<file path="src/rtl/vwa_pkg.sv">
`timescale 1ns / 1ps

package vwa_pkg;

	localparam int unsigned FRAC_BITS_DEF = 16;
	localparam int unsigned COEF_COUNT    = 12;

	// Input item codes.
	localparam logic CMD_LOAD  = 1'b0;
	localparam logic CMD_POINT = 1'b1;

	// Configuration register indexes.
	localparam logic [2:0] REG_STIFFNESS    = 3'd0;
	localparam logic [2:0] REG_NORMAL_SCALE = 3'd1;
	localparam logic [2:0] REG_SCALE_FIRST  = 3'd2;

	// Operand A sources: coefficients, temporaries, accumulated sums.
	localparam int A_COEF0 = 0;
	localparam int A_TMP0  = 12;
	localparam int A_SUM0  = 21;

	// Temporary slots: transformed point, transformed normal, cross product.
	localparam int T_PT0 = 0;
	localparam int T_NT0 = 3;
	localparam int T_C0  = 6;

	// Operand B sources.
	localparam int B_P0     = 0;
	localparam int B_N0     = 3;
	localparam int B_NS0    = 5;
	localparam int B_STIFF  = 8;
	localparam int B_NSCALE = 9;
	localparam int B_ONE    = 10;
	localparam int B_SCALE0 = 11;

	// Program layout.
	localparam logic [5:0] PC_PT_BEGIN  = 6'd0;
	localparam logic [5:0] PC_PT_END    = 6'd32;
	localparam logic [5:0] PC_OUT_BEGIN = 6'd33;
	localparam logic [5:0] PC_OUT_END   = 6'd38;

	typedef struct packed {
		logic               cmd;
		logic [3:0]         coeff_index;
		logic signed [31:0] coeff_value;
		logic signed [31:0] point_x;
		logic signed [31:0] point_y;
		logic signed [31:0] point_z;
		logic signed [31:0] nrm_x;
		logic signed [31:0] nrm_y;
		logic               point_valid;
		logic               last;
	} vwa_in_t;

	typedef struct packed {
		logic signed [47:0] force_x;
		logic signed [47:0] force_y;
		logic signed [47:0] force_z;
		logic signed [47:0] torque_x;
		logic signed [47:0] torque_y;
		logic signed [47:0] torque_z;
	} vwa_out_t;

	typedef enum logic [1:0] {MD_ROW, MD_SCALE, MD_SUM, MD_OUT} mode_t;
	typedef enum logic [1:0] {S_IDLE, S_PT, S_WAIT_OUT, S_OUT} state_t;
	typedef enum logic [1:0] {PH_LO, PH_HI, PH_WB} phase_t;

	typedef struct packed {
		logic [4:0] a_src;
		logic [4:0] b_src;
		mode_t      md;
		logic       clr;
		logic       neg;
		logic       wr;
		logic [3:0] dst;
	} step_t;

	typedef struct packed {
		logic       ready;
		logic       run;
		phase_t     ph;
		logic [5:0] pc;
		logic       fin;
	} ctl_t;

	// Micro-program: one multiply per step.
	function automatic step_t vwa_step(input logic [5:0] pc);
		step_t s;
		int p;
		int i;
		int j;
		int k1;
		int k2;
		int a;
		int b;
		int d;
		s = '0;
		p = int'(pc);
		a = 0;
		b = 0;
		d = 0;
		s.md = MD_ROW;
		if (p < 12) begin
			// Point rows: translation first, then three rotation terms.
			i = p / 4;
			j = p % 4;
			if (j == 0) begin
				a = A_COEF0 + 9 + i;
				b = B_ONE;
				s.clr = 1'b1;
			end else begin
				a = A_COEF0 + 3 * i + j - 1;
				b = B_P0 + j - 1;
				s.wr = (j == 3);
			end
			d = T_PT0 + i;
		end else if (p < 18) begin
			// Normal rows: two terms, z of the normal is zero.
			i = (p - 12) / 2;
			j = (p - 12) % 2;
			a = A_COEF0 + 3 * i + j;
			b = B_N0 + j;
			s.clr = (j == 0);
			s.wr = (j == 1);
			d = T_NT0 + i;
		end else if (p < 21) begin
			i = p - 18;
			a = A_TMP0 + T_NT0 + i;
			b = B_NSCALE;
			s.md = MD_SCALE;
			s.wr = 1'b1;
			d = i;
		end else if (p < 27) begin
			// Cross product of point and scaled normal.
			i = (p - 21) / 2;
			j = (p - 21) % 2;
			k1 = (i == 2) ? 0 : i + 1;
			k2 = (i == 0) ? 2 : i - 1;
			if (j == 0) begin
				a = A_TMP0 + T_PT0 + k1;
				b = B_NS0 + k2;
				s.clr = 1'b1;
			end else begin
				a = A_TMP0 + T_PT0 + k2;
				b = B_NS0 + k1;
				s.neg = 1'b1;
				s.wr = 1'b1;
			end
			d = T_C0 + i;
		end else if (p < 33) begin
			i = p - 27;
			a = (i < 3) ? A_TMP0 + T_PT0 + i : A_TMP0 + T_C0 + i - 3;
			b = B_STIFF;
			s.md = MD_SUM;
			d = i;
		end else begin
			i = p - 33;
			a = A_SUM0 + i;
			b = B_SCALE0 + i;
			s.md = MD_OUT;
			d = i;
		end
		s.a_src = 5'(a);
		s.b_src = 5'(b);
		s.dst = 4'(d);
		return s;
	endfunction

	function automatic logic signed [31:0] sat32(input logic signed [65:0] v);
		if (&v[65:31] || ~|v[65:31]) begin
			return v[31:0];
		end
		return v[65] ? {1'b1, 31'd0} : {1'b0, {31{1'b1}}};
	endfunction

	function automatic logic signed [63:0] sat64(input logic signed [65:0] v);
		if (&v[65:63] || ~|v[65:63]) begin
			return v[63:0];
		end
		return v[65] ? {1'b1, 63'd0} : {1'b0, {63{1'b1}}};
	endfunction

	function automatic logic signed [47:0] sat48(input logic signed [95:0] v);
		if (&v[95:47] || ~|v[95:47]) begin
			return v[47:0];
		end
		return v[95] ? {1'b1, 47'd0} : {1'b0, {47{1'b1}}};
	endfunction

endpackage

</file>
<file path="src/rtl/vwa_mul.sv">
`timescale 1ns / 1ps

module vwa_mul (
	input  logic                clk,
	input  vwa_pkg::phase_t     ph,
	input  logic signed [63:0]  a,
	input  logic signed [31:0]  b,
	output logic signed [95:0]  prod
);
	import vwa_pkg::*;

	logic signed [32:0] ma;
	logic signed [64:0] m;
	logic signed [64:0] lo_q;
	logic signed [63:0] hi_q;

	// One 33x32 multiplier: low word of a first, then the high word.
	assign ma = (ph == PH_LO) ? $signed({1'b0, a[31:0]}) : $signed({a[63], a[63:32]});
	assign m  = ma * b;

	always_ff @(posedge clk) begin
		if (ph == PH_LO) begin
			lo_q <= m;
		end
		if (ph == PH_HI) begin
			hi_q <= m[63:0];
		end
	end

	// Recombine the two partial products into the exact product.
	assign prod = $signed({hi_q, 32'd0}) + $signed({{31{lo_q[64]}}, lo_q});

endmodule

</file>
<file path="config.mk">
export PLATFORM = sky130hd
export DESIGN_NAME = vwa_mul
export DESIGN_NICKNAME = d
export VERILOG_FILES = /design/src/rtl/vwa_pkg.sv /design/src/rtl/vwa_mul.sv
export SDC_FILE = /design/constraint.sdc
export NUM_CORES = 2
export LEC_CHECK = 0
export ABC_AREA = 1
export BUFFER_PORTS_ARGS = -buffer_cell sky130_fd_sc_hd__buf_2
export CAP_MARGIN = 0
export CORE_ASPECT_RATIO = 0.8
export CORE_UTILIZATION = 25
export CTS_CLUSTER_DIAMETER = 120
export DETAILED_ROUTE_END_ITERATION = 8
export PLACE_DENSITY = 0.42
export SLEW_MARGIN = 20
export SYNTH_ARGS = -nofsm -noshare
export SYNTH_HDL_FRONTEND = slang
export SYNTH_SLANG_ARGS = --single-unit
</file>
<file path="constraint.sdc">
create_clock -name clk -period 7.4 [get_ports clk]
set_input_delay 0.37 -clock clk [delete_from_list [all_inputs] [get_ports clk]]
set_output_delay 0.37 -clock clk [all_outputs]
set_load 0.01 [all_outputs]
</file>
Word-level counts from Yosys, hierarchy flattened
Index checks and enable logic that the tools add are counted.
- bits in registers: 129
- bits in latches: 0
- RAM bits: 0
- bits in read-only memories: 0
- memories kept: 0
- $add $sub $neg: 1
- multiply operators: 1
- div/mod/pow operators: 0
- $lt $le $gt $ge: 0
- eq/ne operators: 1
- shift-type cells: 0
- mux-type cells: 1
- bitwise operators: 0
- reduce and logical (&&, ||, !) cells: 1
- operator list (operator ; number):
    $add 96x65->96 ; 1
    $mul 33x32->65 ; 1
    $mux 33 ; 1
    $eq 2x1->1 const B ; 1
    $logic_not 2->1 ; 1

Longest topological paths before layout
- depth after elaboration: 3
- depth in mapped cells: 36
- gate-level depth less buffers: 34

Least setup slack after synthesis
OpenSTA, ideal clock, no wires.
- kind: input to register
- start: input ph[1]
- end: register lo_q[64], data pin
- arrival: 7.379 ns
- data required time: 7.148 ns
- setup slack: -0.231 ns
- stages on the path: 25
- path buffers: 1
- cell sequence: nor2_4 nor2_2 inv_2 clkbuf_1 nor2_1 fa_1 fa_1 fa_1 fa_1 inv_1 fa_1 inv_1 fa_1 inv_1 fa_1 fa_1 inv_1 ha_1 nand2_1 nor2_1 nand2_1 nor4_1 a21oi_1 nand2_1 nand2_1
- longest elaborated chain between the ends: 3
- RTL lines (element ; line ; RTL):
    from (decl) ; vwa_mul.sv:5 ; input vwa_pkg::phase_t ph,
    $logic_not 2->1 ; vwa_mul.sv:18 ; assign ma = (ph == PH_LO) ? $signed({1'b0, a[31:0]}) : $signed({a[63], a[63:32]});
    $mux 33 ; vwa_mul.sv:18 ;
    $mul 33x32->65 ; vwa_mul.sv:19 ; assign m = ma * b;
    net m[64] ; vwa_mul.sv:13 ; logic signed [64:0] m;
    to (signal assigned) ; vwa_mul.sv:23 ; lo_q <= m;
    to (decl) ; vwa_mul.sv:14 ; logic signed [64:0] lo_q;
The timed path passes the listed nets, and every way through them passes these cells.
A chain may end at the register's enable or synchronous reset.

Worst setup path in the final report
- start: input ph[1]
- end: register lo_q[53], data pin
The elaborated chain is that of the path after synthesis.

==> summary.md <==
| Metric | Value |
|---|---|
| Synth area leader | fa_1 |
| Most common cell after layout, fill and taps aside | inv_1 |
| Detailed Place HPWL | 182 mm |
| Root Driver | clkbuf_16 |
| CTS tree | yes |
| Period utilization | 100% |
| Achievable Freq | 0.135 GHz |
| Pin count of the biggest net entering global routing | 58 |
| Adder-cell area share of the yosys netlist | 52.4% |
| Initial Utilization | 25.2% |
| Final setup margin | -0.0235 ns |
| Final setup fails | 12 |
| Layout Nets | 8377 |
| Reg clk slew, reported paths | 0.06 ns |
| H-Tree Depth | 4 |
| Worst EP required | 7.57 ns |
| CTS sink count | 129 |
| Pins Over Slew Limit | 0 |
| Vias/cell | 4.39 |
| Synth Area per Inst | 7.88 um2 |
| Clk buf depth | 2 |
| WP buf/inv | 13 |
| First-pass GRT wire length | 299 mm |
| Num CTS Buffers | 17 |
| Post-synth net total | 7614 |
| Register area share after synthesis | 7.99% |
| Fill count | 20300 |
| Die Area | 196000 um2 |
| Drt drc | 0 |
| CP max stage delay | 0.57 ns |
| DP Area | 57300 um2 |
| Worst EP arrival | 7.59 ns |
| Critical path depth in cells | 33 |
| Netlist cell types | 38 |
| Xor and xnor area share after synthesis | 1.35% |
| Buffers added on ports | 194 |
| Initial DRC Count | 2869 |
| Fraction of layout cells with a size suffix above 1 | 24.8% |
| Unrepaired setup endpoints after global routing | true |
| Element type at the critical path end | register |
| Commonest non-fill, non-tap cells in the layout | 1502 x inv_1, 1303 x nand2_1, 1012 x fa_1 |
| Vias in the first global route | 44200 |
| Hold crit path type | in -> reg |
| Number of top-level pins | 195 |
| Post-DRT Antenna Nets | 0 |
| Synth top area cells | fa_1 46%, inv_1 12%, nand2_1 12% |
| Yosys top cell area share | 45.9% |
| Final Wtd Congestion | 0.933 |
| # rows | 144 |
| Slew HR | 45.1% |
| Synth-to-Final Area Change | 30.4% |
| Grt total ovfl | 0 |
| Synth Area in Simple Gates | 20.6% |
| Max-Cap Viols | 0 |
| Mux share of post-synthesis cell area | 0% |
| Worst-path fanout max | 8 |
| Die height | 396 um |
| Number of synthesis warnings | 0 |
| Seq. cell area | 3870 um2 |
| Top Family by Delay on Critical Path | adder cells |
| Failing checks | negative setup slack |
| Drt pass-1 iters | 7 |
| Total GRT Usage | 21.1% |
| Post-synthesis compound-gate area fraction | 2.79% |
| Syn Std Cell Area | 48500 um2 |
| Hold Path Depth | 3 |
| Initial antenna violation count | 10 |
| Slowest CP cell | fa_1 |
| Multi-input logic area | 41000 um2 |
| Cells after Synth | 6153 |
| Die Wd | 494 um |
| Final Cell Area | 63300 um2 |
| Core Region | 193000 um2 |
| Routed WL per cell | 21.5 um |
| Final hold viol count | 0 |
| Largest family of logic cells by synthesized area | adder cells |
| Synth Register Bits | 129 |
| Final worst path period need | 7.42 ns |
| Via count | 41600 |
| Status | complete, but fails checks |
| Critical path startpoint category | input port |
| Worst Tran Pin Value | 0.823 ns |
| CP Class | in -> reg |
| Final WL | 204 mm |
## cells by family after synthesis
kind of cell	count (synthesis)
and+or+nand+nor	2549
adders and majority gates	1362
xor gates and xnor gates	75
buffers and inverters	1819
AOI/OAI and AO/OA	219
DFF	129
## through the flow
step / setup TNS [ns] / hold WS, ns / worst slack, ns / util (%) / std cells
final: -0.169 / 0.380 / -0.0235 / 32.8 / 9489
after detailed placement: -77.09 / 0.786 / -1.17 / 29.8 / 9346
after floorplan: 0 / 0.653 / 0.0166 / - / 6153
after global placement: -77.87 / 0.782 / -1.22 / 29.8 / 9346
after global routing: -9.83 / 0.378 / -0.249 / 32.8 / 9484
after CTS: -1.45 / 0.404 / -0.120 / 31.1 / 9411
## state kept, by name, indices dropped and copies added, names as in the netlist
name,flops
lo_q,65
hi_q,64
## timing repair
item,in CTS,in global routing
endpoints found under the setup margin,91,101
pin swaps,86,290
hold buffers,0,0
gates cloned,3,5
setup buffers,32,86
gates resized for setup,394,715
hold endpoints to repair,0,0
## synthesized netlist by cell type, drive strengths merged
cell / count
nand3: 149
clkbuf: 94
clkinv: 8
nand2: 1517
a21boi: 2
edfxtp: 129
and2: 2
nand4: 32
buf: 107
a21oi: 120
fa: 1113
or2: 30
a21o: 1
o21bai: 18
and3: 1
nor2: 781
inv: 1610
ha: 249
nor4: 6
o21ai: 78
nand3b: 7
xor2: 67
xnor2: 8
nor3: 24
## worst paths after layout
| kind | from | to | slack, ns |
|---|---|---|---|
| min | ph[1] | hi_q[56]$_DFFE_PN_ | 0.38 |
| max | ph[1] | lo_q[53]$_DFFE_PP_ | -0.02 |
## cell type report
cell class / instances / area share [%]
multi-input cells: 4205 / 64.8
repair buffers: 944 / 13.2
inverters: 1618 / 9.82
flip-flops and latches: 129 / 6.12
well taps: 2555 / 5.05
clock buffers: 18 / 0.678
clock inverters: 14 / 0.279
diodes: 5 / 0.0198
repair inverters: 1 / 0.0138
## metal layers
layer | wire [um] | vias up | global-route usage (%)
met5 | 27 | - | 0
met2 | 88800 | 1164 | 32.6
met1 | 96800 | 21100 | 30.5
met4 | 5800 | 4 | 5.17
met3 | 12500 | 181 | 3.36
li1 | - | 19100 | -
Power is not shown: default switching activity piles up to over one toggle a cycle in this logic, so the estimate is an artifact.
