==> src/rtl/vwa_pkg.sv <==
`timescale 1ns / 1ps

package vwa_pkg;

	localparam int unsigned FRAC_BITS_DEF = 16;
	localparam int unsigned COEF_COUNT    = 12;

	// Input item codes.
	localparam logic CMD_LOAD  = 1'b0;
	localparam logic CMD_POINT = 1'b1;

	// Configuration register indexes.
	localparam logic [2:0] REG_STIFFNESS    = 3'd0;
	localparam logic [2:0] REG_NORMAL_SCALE = 3'd1;
	localparam logic [2:0] REG_SCALE_FIRST  = 3'd2;

	// Operand A sources: coefficients, temporaries, accumulated sums.
	localparam int A_COEF0 = 0;
	localparam int A_TMP0  = 12;
	localparam int A_SUM0  = 21;

	// Temporary slots: transformed point, transformed normal, cross product.
	localparam int T_PT0 = 0;
	localparam int T_NT0 = 3;
	localparam int T_C0  = 6;

	// Operand B sources.
	localparam int B_P0     = 0;
	localparam int B_N0     = 3;
	localparam int B_NS0    = 5;
	localparam int B_STIFF  = 8;
	localparam int B_NSCALE = 9;
	localparam int B_ONE    = 10;
	localparam int B_SCALE0 = 11;

	// Program layout.
	localparam logic [5:0] PC_PT_BEGIN  = 6'd0;
	localparam logic [5:0] PC_PT_END    = 6'd32;
	localparam logic [5:0] PC_OUT_BEGIN = 6'd33;
	localparam logic [5:0] PC_OUT_END   = 6'd38;

	typedef struct packed {
		logic               cmd;
		logic [3:0]         coeff_index;
		logic signed [31:0] coeff_value;
		logic signed [31:0] point_x;
		logic signed [31:0] point_y;
		logic signed [31:0] point_z;
		logic signed [31:0] nrm_x;
		logic signed [31:0] nrm_y;
		logic               point_valid;
		logic               last;
	} vwa_in_t;

	typedef struct packed {
		logic signed [47:0] force_x;
		logic signed [47:0] force_y;
		logic signed [47:0] force_z;
		logic signed [47:0] torque_x;
		logic signed [47:0] torque_y;
		logic signed [47:0] torque_z;
	} vwa_out_t;

	typedef enum logic [1:0] {MD_ROW, MD_SCALE, MD_SUM, MD_OUT} mode_t;
	typedef enum logic [1:0] {S_IDLE, S_PT, S_WAIT_OUT, S_OUT} state_t;
	typedef enum logic [1:0] {PH_LO, PH_HI, PH_WB} phase_t;

	typedef struct packed {
		logic [4:0] a_src;
		logic [4:0] b_src;
		mode_t      md;
		logic       clr;
		logic       neg;
		logic       wr;
		logic [3:0] dst;
	} step_t;

	typedef struct packed {
		logic       ready;
		logic       run;
		phase_t     ph;
		logic [5:0] pc;
		logic       fin;
	} ctl_t;

	// Micro-program: one multiply per step.
	function automatic step_t vwa_step(input logic [5:0] pc);
		step_t s;
		int p;
		int i;
		int j;
		int k1;
		int k2;
		int a;
		int b;
		int d;
		s = '0;
		p = int'(pc);
		a = 0;
		b = 0;
		d = 0;
		s.md = MD_ROW;
		if (p < 12) begin
			// Point rows: translation first, then three rotation terms.
			i = p / 4;
			j = p % 4;
			if (j == 0) begin
				a = A_COEF0 + 9 + i;
				b = B_ONE;
				s.clr = 1'b1;
			end else begin
				a = A_COEF0 + 3 * i + j - 1;
				b = B_P0 + j - 1;
				s.wr = (j == 3);
			end
			d = T_PT0 + i;
		end else if (p < 18) begin
			// Normal rows: two terms, z of the normal is zero.
			i = (p - 12) / 2;
			j = (p - 12) % 2;
			a = A_COEF0 + 3 * i + j;
			b = B_N0 + j;
			s.clr = (j == 0);
			s.wr = (j == 1);
			d = T_NT0 + i;
		end else if (p < 21) begin
			i = p - 18;
			a = A_TMP0 + T_NT0 + i;
			b = B_NSCALE;
			s.md = MD_SCALE;
			s.wr = 1'b1;
			d = i;
		end else if (p < 27) begin
			// Cross product of point and scaled normal.
			i = (p - 21) / 2;
			j = (p - 21) % 2;
			k1 = (i == 2) ? 0 : i + 1;
			k2 = (i == 0) ? 2 : i - 1;
			if (j == 0) begin
				a = A_TMP0 + T_PT0 + k1;
				b = B_NS0 + k2;
				s.clr = 1'b1;
			end else begin
				a = A_TMP0 + T_PT0 + k2;
				b = B_NS0 + k1;
				s.neg = 1'b1;
				s.wr = 1'b1;
			end
			d = T_C0 + i;
		end else if (p < 33) begin
			i = p - 27;
			a = (i < 3) ? A_TMP0 + T_PT0 + i : A_TMP0 + T_C0 + i - 3;
			b = B_STIFF;
			s.md = MD_SUM;
			d = i;
		end else begin
			i = p - 33;
			a = A_SUM0 + i;
			b = B_SCALE0 + i;
			s.md = MD_OUT;
			d = i;
		end
		s.a_src = 5'(a);
		s.b_src = 5'(b);
		s.dst = 4'(d);
		return s;
	endfunction

	function automatic logic signed [31:0] sat32(input logic signed [65:0] v);
		if (&v[65:31] || ~|v[65:31]) begin
			return v[31:0];
		end
		return v[65] ? {1'b1, 31'd0} : {1'b0, {31{1'b1}}};
	endfunction

	function automatic logic signed [63:0] sat64(input logic signed [65:0] v);
		if (&v[65:63] || ~|v[65:63]) begin
			return v[63:0];
		end
		return v[65] ? {1'b1, 63'd0} : {1'b0, {63{1'b1}}};
	endfunction

	function automatic logic signed [47:0] sat48(input logic signed [95:0] v);
		if (&v[95:47] || ~|v[95:47]) begin
			return v[47:0];
		end
		return v[95] ? {1'b1, 47'd0} : {1'b0, {47{1'b1}}};
	endfunction

endpackage

==> src/rtl/vwa_seq.sv <==
`timescale 1ns / 1ps

module vwa_seq (
	input  logic          clk,
	input  logic          arst_n,
	input  logic          in_take,
	input  logic          in_pt,
	input  logic          in_last,
	input  logic          out_busy,
	output vwa_pkg::ctl_t ctl
);
	import vwa_pkg::*;

	state_t     state_q, state_d;
	phase_t     ph_q, ph_d;
	logic [5:0] pc_q, pc_d;
	logic       last_q;
	logic       step_end;

	assign step_end = (ph_q == PH_WB);

	always_ff @(posedge clk or negedge arst_n) begin
		if (!arst_n) begin
			state_q <= S_IDLE;
			ph_q    <= PH_LO;
			pc_q    <= PC_PT_BEGIN;
			last_q  <= 1'b0;
		end else begin
			state_q <= state_d;
			ph_q    <= ph_d;
			pc_q    <= pc_d;
			if (in_take) begin
				last_q <= in_last;
			end
		end
	end

	// Next state, step counter and phase.
	always_comb begin
		state_d = state_q;
		pc_d    = pc_q;
		ph_d    = ph_q;
		if (state_q == S_PT || state_q == S_OUT) begin
			unique case (ph_q)
				PH_LO:   ph_d = PH_HI;
				PH_HI:   ph_d = PH_WB;
				default: ph_d = PH_LO;
			endcase
		end
		unique case (state_q)
			S_IDLE: begin
				if (in_take && in_pt) begin
					state_d = S_PT;
					pc_d    = PC_PT_BEGIN;
					ph_d    = PH_LO;
				end else if (in_take && in_last) begin
					state_d = S_WAIT_OUT;
				end
			end
			S_PT: begin
				if (step_end) begin
					if (pc_q == PC_PT_END) begin
						state_d = last_q ? S_WAIT_OUT : S_IDLE;
					end else begin
						pc_d = pc_q + 6'd1;
					end
				end
			end
			S_WAIT_OUT: begin
				if (!out_busy) begin
					state_d = S_OUT;
					pc_d    = PC_OUT_BEGIN;
					ph_d    = PH_LO;
				end
			end
			S_OUT: begin
				if (step_end) begin
					if (pc_q == PC_OUT_END) begin
						state_d = S_IDLE;
					end else begin
						pc_d = pc_q + 6'd1;
					end
				end
			end
			default: state_d = S_IDLE;
		endcase
	end

	// Control outputs.
	always_comb begin
		ctl.ready = (state_q == S_IDLE);
		ctl.run   = (state_q == S_PT) || (state_q == S_OUT);
		ctl.ph    = ph_q;
		ctl.pc    = pc_q;
		ctl.fin   = (state_q == S_OUT) && step_end && (pc_q == PC_OUT_END);
	end

endmodule

==> config.mk <==
export PLATFORM = sky130hd
export DESIGN_NAME = vwa_seq
export DESIGN_NICKNAME = d
export VERILOG_FILES = /design/src/rtl/vwa_pkg.sv /design/src/rtl/vwa_seq.sv
export SDC_FILE = /design/constraint.sdc
export NUM_CORES = 1
export LEC_CHECK = 0
export ABC_AREA = 1
export BUFFER_PORTS_ARGS = -buffer_cell sky130_fd_sc_hd__buf_2
export CORE_UTILIZATION = 45
export CTS_CLUSTER_SIZE = 10
export DETAILED_ROUTE_END_ITERATION = 10
export GPL_TIMING_DRIVEN = 0
export HOLD_SLACK_MARGIN = 0.06
export MAX_ROUTING_LAYER = met4
export PLACE_DENSITY = 0.69
export SLEW_MARGIN = 30
export SYNTH_ARGS = -nofsm -noshare
export SYNTH_HDL_FRONTEND = slang
export SYNTH_SLANG_ARGS = --single-unit
==> constraint.sdc <==
create_clock -name clk -period 1.8 [get_ports clk]
set_clock_uncertainty 0.1 [all_clocks]
set_input_delay 0.45 -clock clk [delete_from_list [all_inputs] [get_ports clk]]
set_output_delay 0.45 -clock clk [all_outputs]
set_load 0.01 [all_outputs]
After elaboration in Yosys (flattened, before gate mapping)

Index checks and enable logic that the tools add are counted.
Widths: inputs -> output; s select.

Add/sub/neg operators: 1
Eq/ne operators: 16
Mux-type cells: 21
Reduce and logical (&&, ||, !) cells: 9

Operators by type and width:

| kind                | count |
|---|---|
| $mux 6              | 6 |
| $pmux 6 s4          | 1 |
| $mux 2              | 11 |
| $ne 2x2->1 const B  | 7 |
| $eq 6x6->1 const B  | 2 |
| $reduce_and 6->1    | 2 |
| $pmux 2 s2          | 2 |
| $pmux 2 s4          | 1 |
| $add 6x1->6 const B | 1 |
| $eq 2x2->1 const B  | 3 |
| $eq 2x1->1 const B  | 2 |
| $logic_and 1x1->1   | 4 |
| $logic_not 2->1     | 2 |
| $ne 3x1->1 const B  | 1 |
| $ne 2x1->1 const B  | 1 |
| $logic_or 1x1->1    | 1 |

Register bits after elaboration: 11
Output and inout port bits: 11

Logic depth before layout (Yosys ltp)

Depth after elaboration: 5
Mapped depth: 9
Gate-level depth less buffers: 9

Least setup slack after synthesis

Ideal clock, no wire load.

Kind: reg-to-output
From: reg pc_q[0]
To: out ctl[0] in the netlist's numbering
Arrival time: 1137 ps
Path slack: 113 ps
Stages on the path, launching flop included: 7
Path buffers: 0
Cells stage by stage: dfrtp_1 inv_1 ha_1 nand3_1 nor2_1 nand2_1 nor2_1

RTL lines:

| element                | RTL line      | RTL |
|---|---|---|
| start, declared        | vwa_seq.sv:16 | `logic [5:0] pc_q, pc_d;` |
| start signal, assigned | vwa_seq.sv:31 | `pc_q <= pc_d;` |
| end, declared          | vwa_seq.sv:10 | `output vwa_pkg::ctl_t ctl` |

==> results.md <==
* Status: complete, but fails checks
* Failing checks: DRC, setup timing
* Synth Area per Inst at 6.876 sq um
* CTS buffer count at 3
* Max cap viols at 0
* ANT nets after route at 0
* Arr. time, crit path at 1.32 ns
* Final hold vios at 0
* I/O pins at 17
* Initial drt markers at 32
* Initial antenna violation count at 0
* Min Tclk post-route at 1.865 ns
* Critical path type: flop to output pin
* N_diodes at 0
* Buffers and inverters on the worst path at 2
* Final total power at 431.5 uW
* Syn Std Cell Area at 777.0 sq um
* Clock transition at path regs at 0.06 ns
* Chip height at 43.56 um
* Worst hold start: in_take
* Layout area overhead at 26.89%
* Hold path endpoint: last_q
* RSZ-0062 raised after global routing: true
* Core box area at 1559 sq um
* Port Buffer Count at 16
* Top delay family on crit path: flip-flops
* Skew-Pair Late Insertion Delay at 0.27 ns
* # H-tree levels at 1
* Share of layout cells above drive strength 1 at 0.2979
* Largest net degree at the start of global routing at 12
* Setup TNS Final at -0.06513 ns
* Tightest Pin Transition at 0.2996 ns
* Max-slew violations at 0
* YS warnings at 0
* Drt wl/cell at 9.981 um
* Post-place setup slack at 0.01583 ns
* Dpl hpwl at 1.143 mm
* Sequential area share after synthesis at 0.3543
* # fillers at 134
* Synth Instances at 113
* DR pass1 iterations at 7
* Die X at 43.56 um
* Cell Area, Placed at 877.1 sq um
* Reg-to-reg startpoint: pc_q[0]
* Die Footprint at 1897 sq um
* Yosys cell types at 21
* Vias in the first global route at 630
* Slowest CP cell: dfrtp_1
* Gr usage total at 0.1982
* Max VDD drop at 468.2 uV
* Req. time, crit path at 1.25 ns
* Starting density of the core at 0.4984
* Rel. slew slack at 0.8002
* Root Buffer: clkbuf_4
* Final setup vio count at 1
* Syn nets at 122
* Critical path cell sequence: inv_2, ha_4, nand3_2, nor2_1, nand2_1, nor2_1, buf_2
* CP Capture Type: output pin
* Gpl congestion at 0.7964
* First-pass GRT wire length at 2.615 mm
* Total Routed Length at 1.567 mm
* Fin nets at 151
* # rows at 14
* Setup slack, reg-to-reg at 0.14 ns
* Fmax at 536.2 MHz
* Worst R2R End: pc_q[5]
* Hold Path Class: input port to flop
* Number of cell instances on the worst register-to-register path at 10
* Static Leak at 0.0005411 uW
* Seq cells post-synth at 11
* DRC at 2
* Most used cell, CP: nor2_1
* Via density at 4.828
* Post-route cell area at 985.9 sq um
* Setup WS post-layout at -0.06513 ns
* Num Clock Sinks at 11
* P per Cell Area at 437.7 nW/um^2
* Final global-route overflow total at 0
* Period utilisation layout at 1.036
* CTS Buffer Depth at 2
* Startpoint type of the worst setup path: flop
* Hold Path Stages at 2
* Via count at 758
* Worst Path Max Fanout at 2
* Slowest stage delay, CP at 0.41 ns
* CTS tree: done
-- layout by cell type (no fill, tap or decap), types with 2 or more instances in the layout --
| cell type | instances |
|---|---|
| inv_2 | 2 |
| nand3_2 | 3 |
| nor2_2 | 2 |
| dfrtp_2 | 2 |
| clkbuf_1 | 2 |
| buf_2 | 16 |
| ha_1 | 2 |
| nor2_1 | 12 |
| nor2_4 | 2 |
| inv_1 | 12 |
| clkbuf_4 | 3 |
| o21ai_1 | 2 |
| nand2_4 | 2 |
| buf_4 | 7 |
| nand3_1 | 7 |
| o21ai_0 | 8 |
| dfrtp_1 | 9 |
| nand2_1 | 39 |
-- through the flow --
step	util	hold slack [ns]	std cells
final	0.6324	0.3071	157
after global routing	0.6324	0.3230	157
after global placement	0.5626	0.2327	145
after floorplan	-	0.05441	113
after detailed placement	0.5626	0.2347	145
after CTS	0.6228	0.3023	155
-- final cells by class --
cell class | instances | area [sq um] | share of cell area
multi-input combinational | 86 | 456.7 | 0.4632
sequential | 11 | 277.8 | 0.2817
timing repair buffer | 24 | 142.6 | 0.1447
clock buffer | 4 | 26.28 | 0.02665
inverter | 15 | 58.81 | 0.05964
buffer | 1 | 3.754 | 0.003807
tap | 16 | 20.02 | 0.02030
-- logic make-up (layout without fill, tap and decap cells) --
| family | count (synthesis) | in the layout | share of synthesized area |
|---|---|---|---|
| AND/OR/NAND/NOR | 71 | 71 | 0.4316 |
| buffers and inverters | 16 | 44 | 0.08052 |
| AO/OA/AOI/OAI | 11 | 11 | 0.07408 |
| flip-flops | 11 | 11 | 0.3543 |
| adder cells (fa/ha/maj) | 3 | 3 | 0.04831 |
| XOR/XNOR | 1 | 1 | 0.01127 |
-- sequential cells by signal, indices dropped and copies added, names as in the netlist --
signal	cells
pc_q	6
ph_q	2
last_q	1
state_q	2
-- layer usage --
metal,GRT usage,vias to the layer above,routed length (um)
met5,-,-,0
met4,0.06250,0,13
met3,0.07500,2,84
met2,0.2896,18,749
met1,0.2526,331,719
li1,-,407,-
-- cell usage after synthesis --
master,instances,area share
o21ai_1,2,0.013
or2_0,1,0.0081
nand3_2,2,0.026
inv_1,13,0.063
ha_1,3,0.048
nor2_2,2,0.016
nor2_4,2,0.029
xor2_1,1,0.011
inv_4,1,0.0081
o21ai_0,8,0.052
nand2_2,1,0.0081
clkbuf_1,1,0.0048
nand3_1,8,0.052
nand4_1,1,0.0081
nor3b_1,1,0.0097
nand2_4,2,0.029
dfrtp_1,11,0.35
o21bai_1,1,0.0097
nor2_1,12,0.058
inv_2,1,0.0048
nand2_1,39,0.19
-- worst max-delay path by stage --
stage | slack (ns) | start | cells past startpoint | endpoint
after detailed placement | 0.02 | pc_q[0] | 7 | ctl[0]
after global routing | -0.16 | pc_q[0] | 7 | ctl[0]
after CTS | -0.09 | pc_q[0] | 7 | ctl[0]
after global placement | 0.03 | pc_q[0] | 7 | ctl[0]
final | -0.07 | pc_q[0] | 7 | ctl[0]
after floorplan | 0.11 | pc_q[0] | 6 | ctl[0]
-- power by group --
part / internal, uW / switching (uW) / total, uW
sequential: 249 / 1.08 / 250
clock: 85.7 / 77.3 / 163
combinational: 7.57 / 10.8 / 18.4
-- timing repair --
item | 4_1_cts | 5_1_grt
hold endpoints to repair | 11 | 0
gates resized for setup | 6 | 0
endpoints found under the setup margin | 1 | 1
hold buffers | 1 | 0
setup buffers | 5 | 2
pin swaps | 5 | 3
Power figures use the tool's default switching activity.
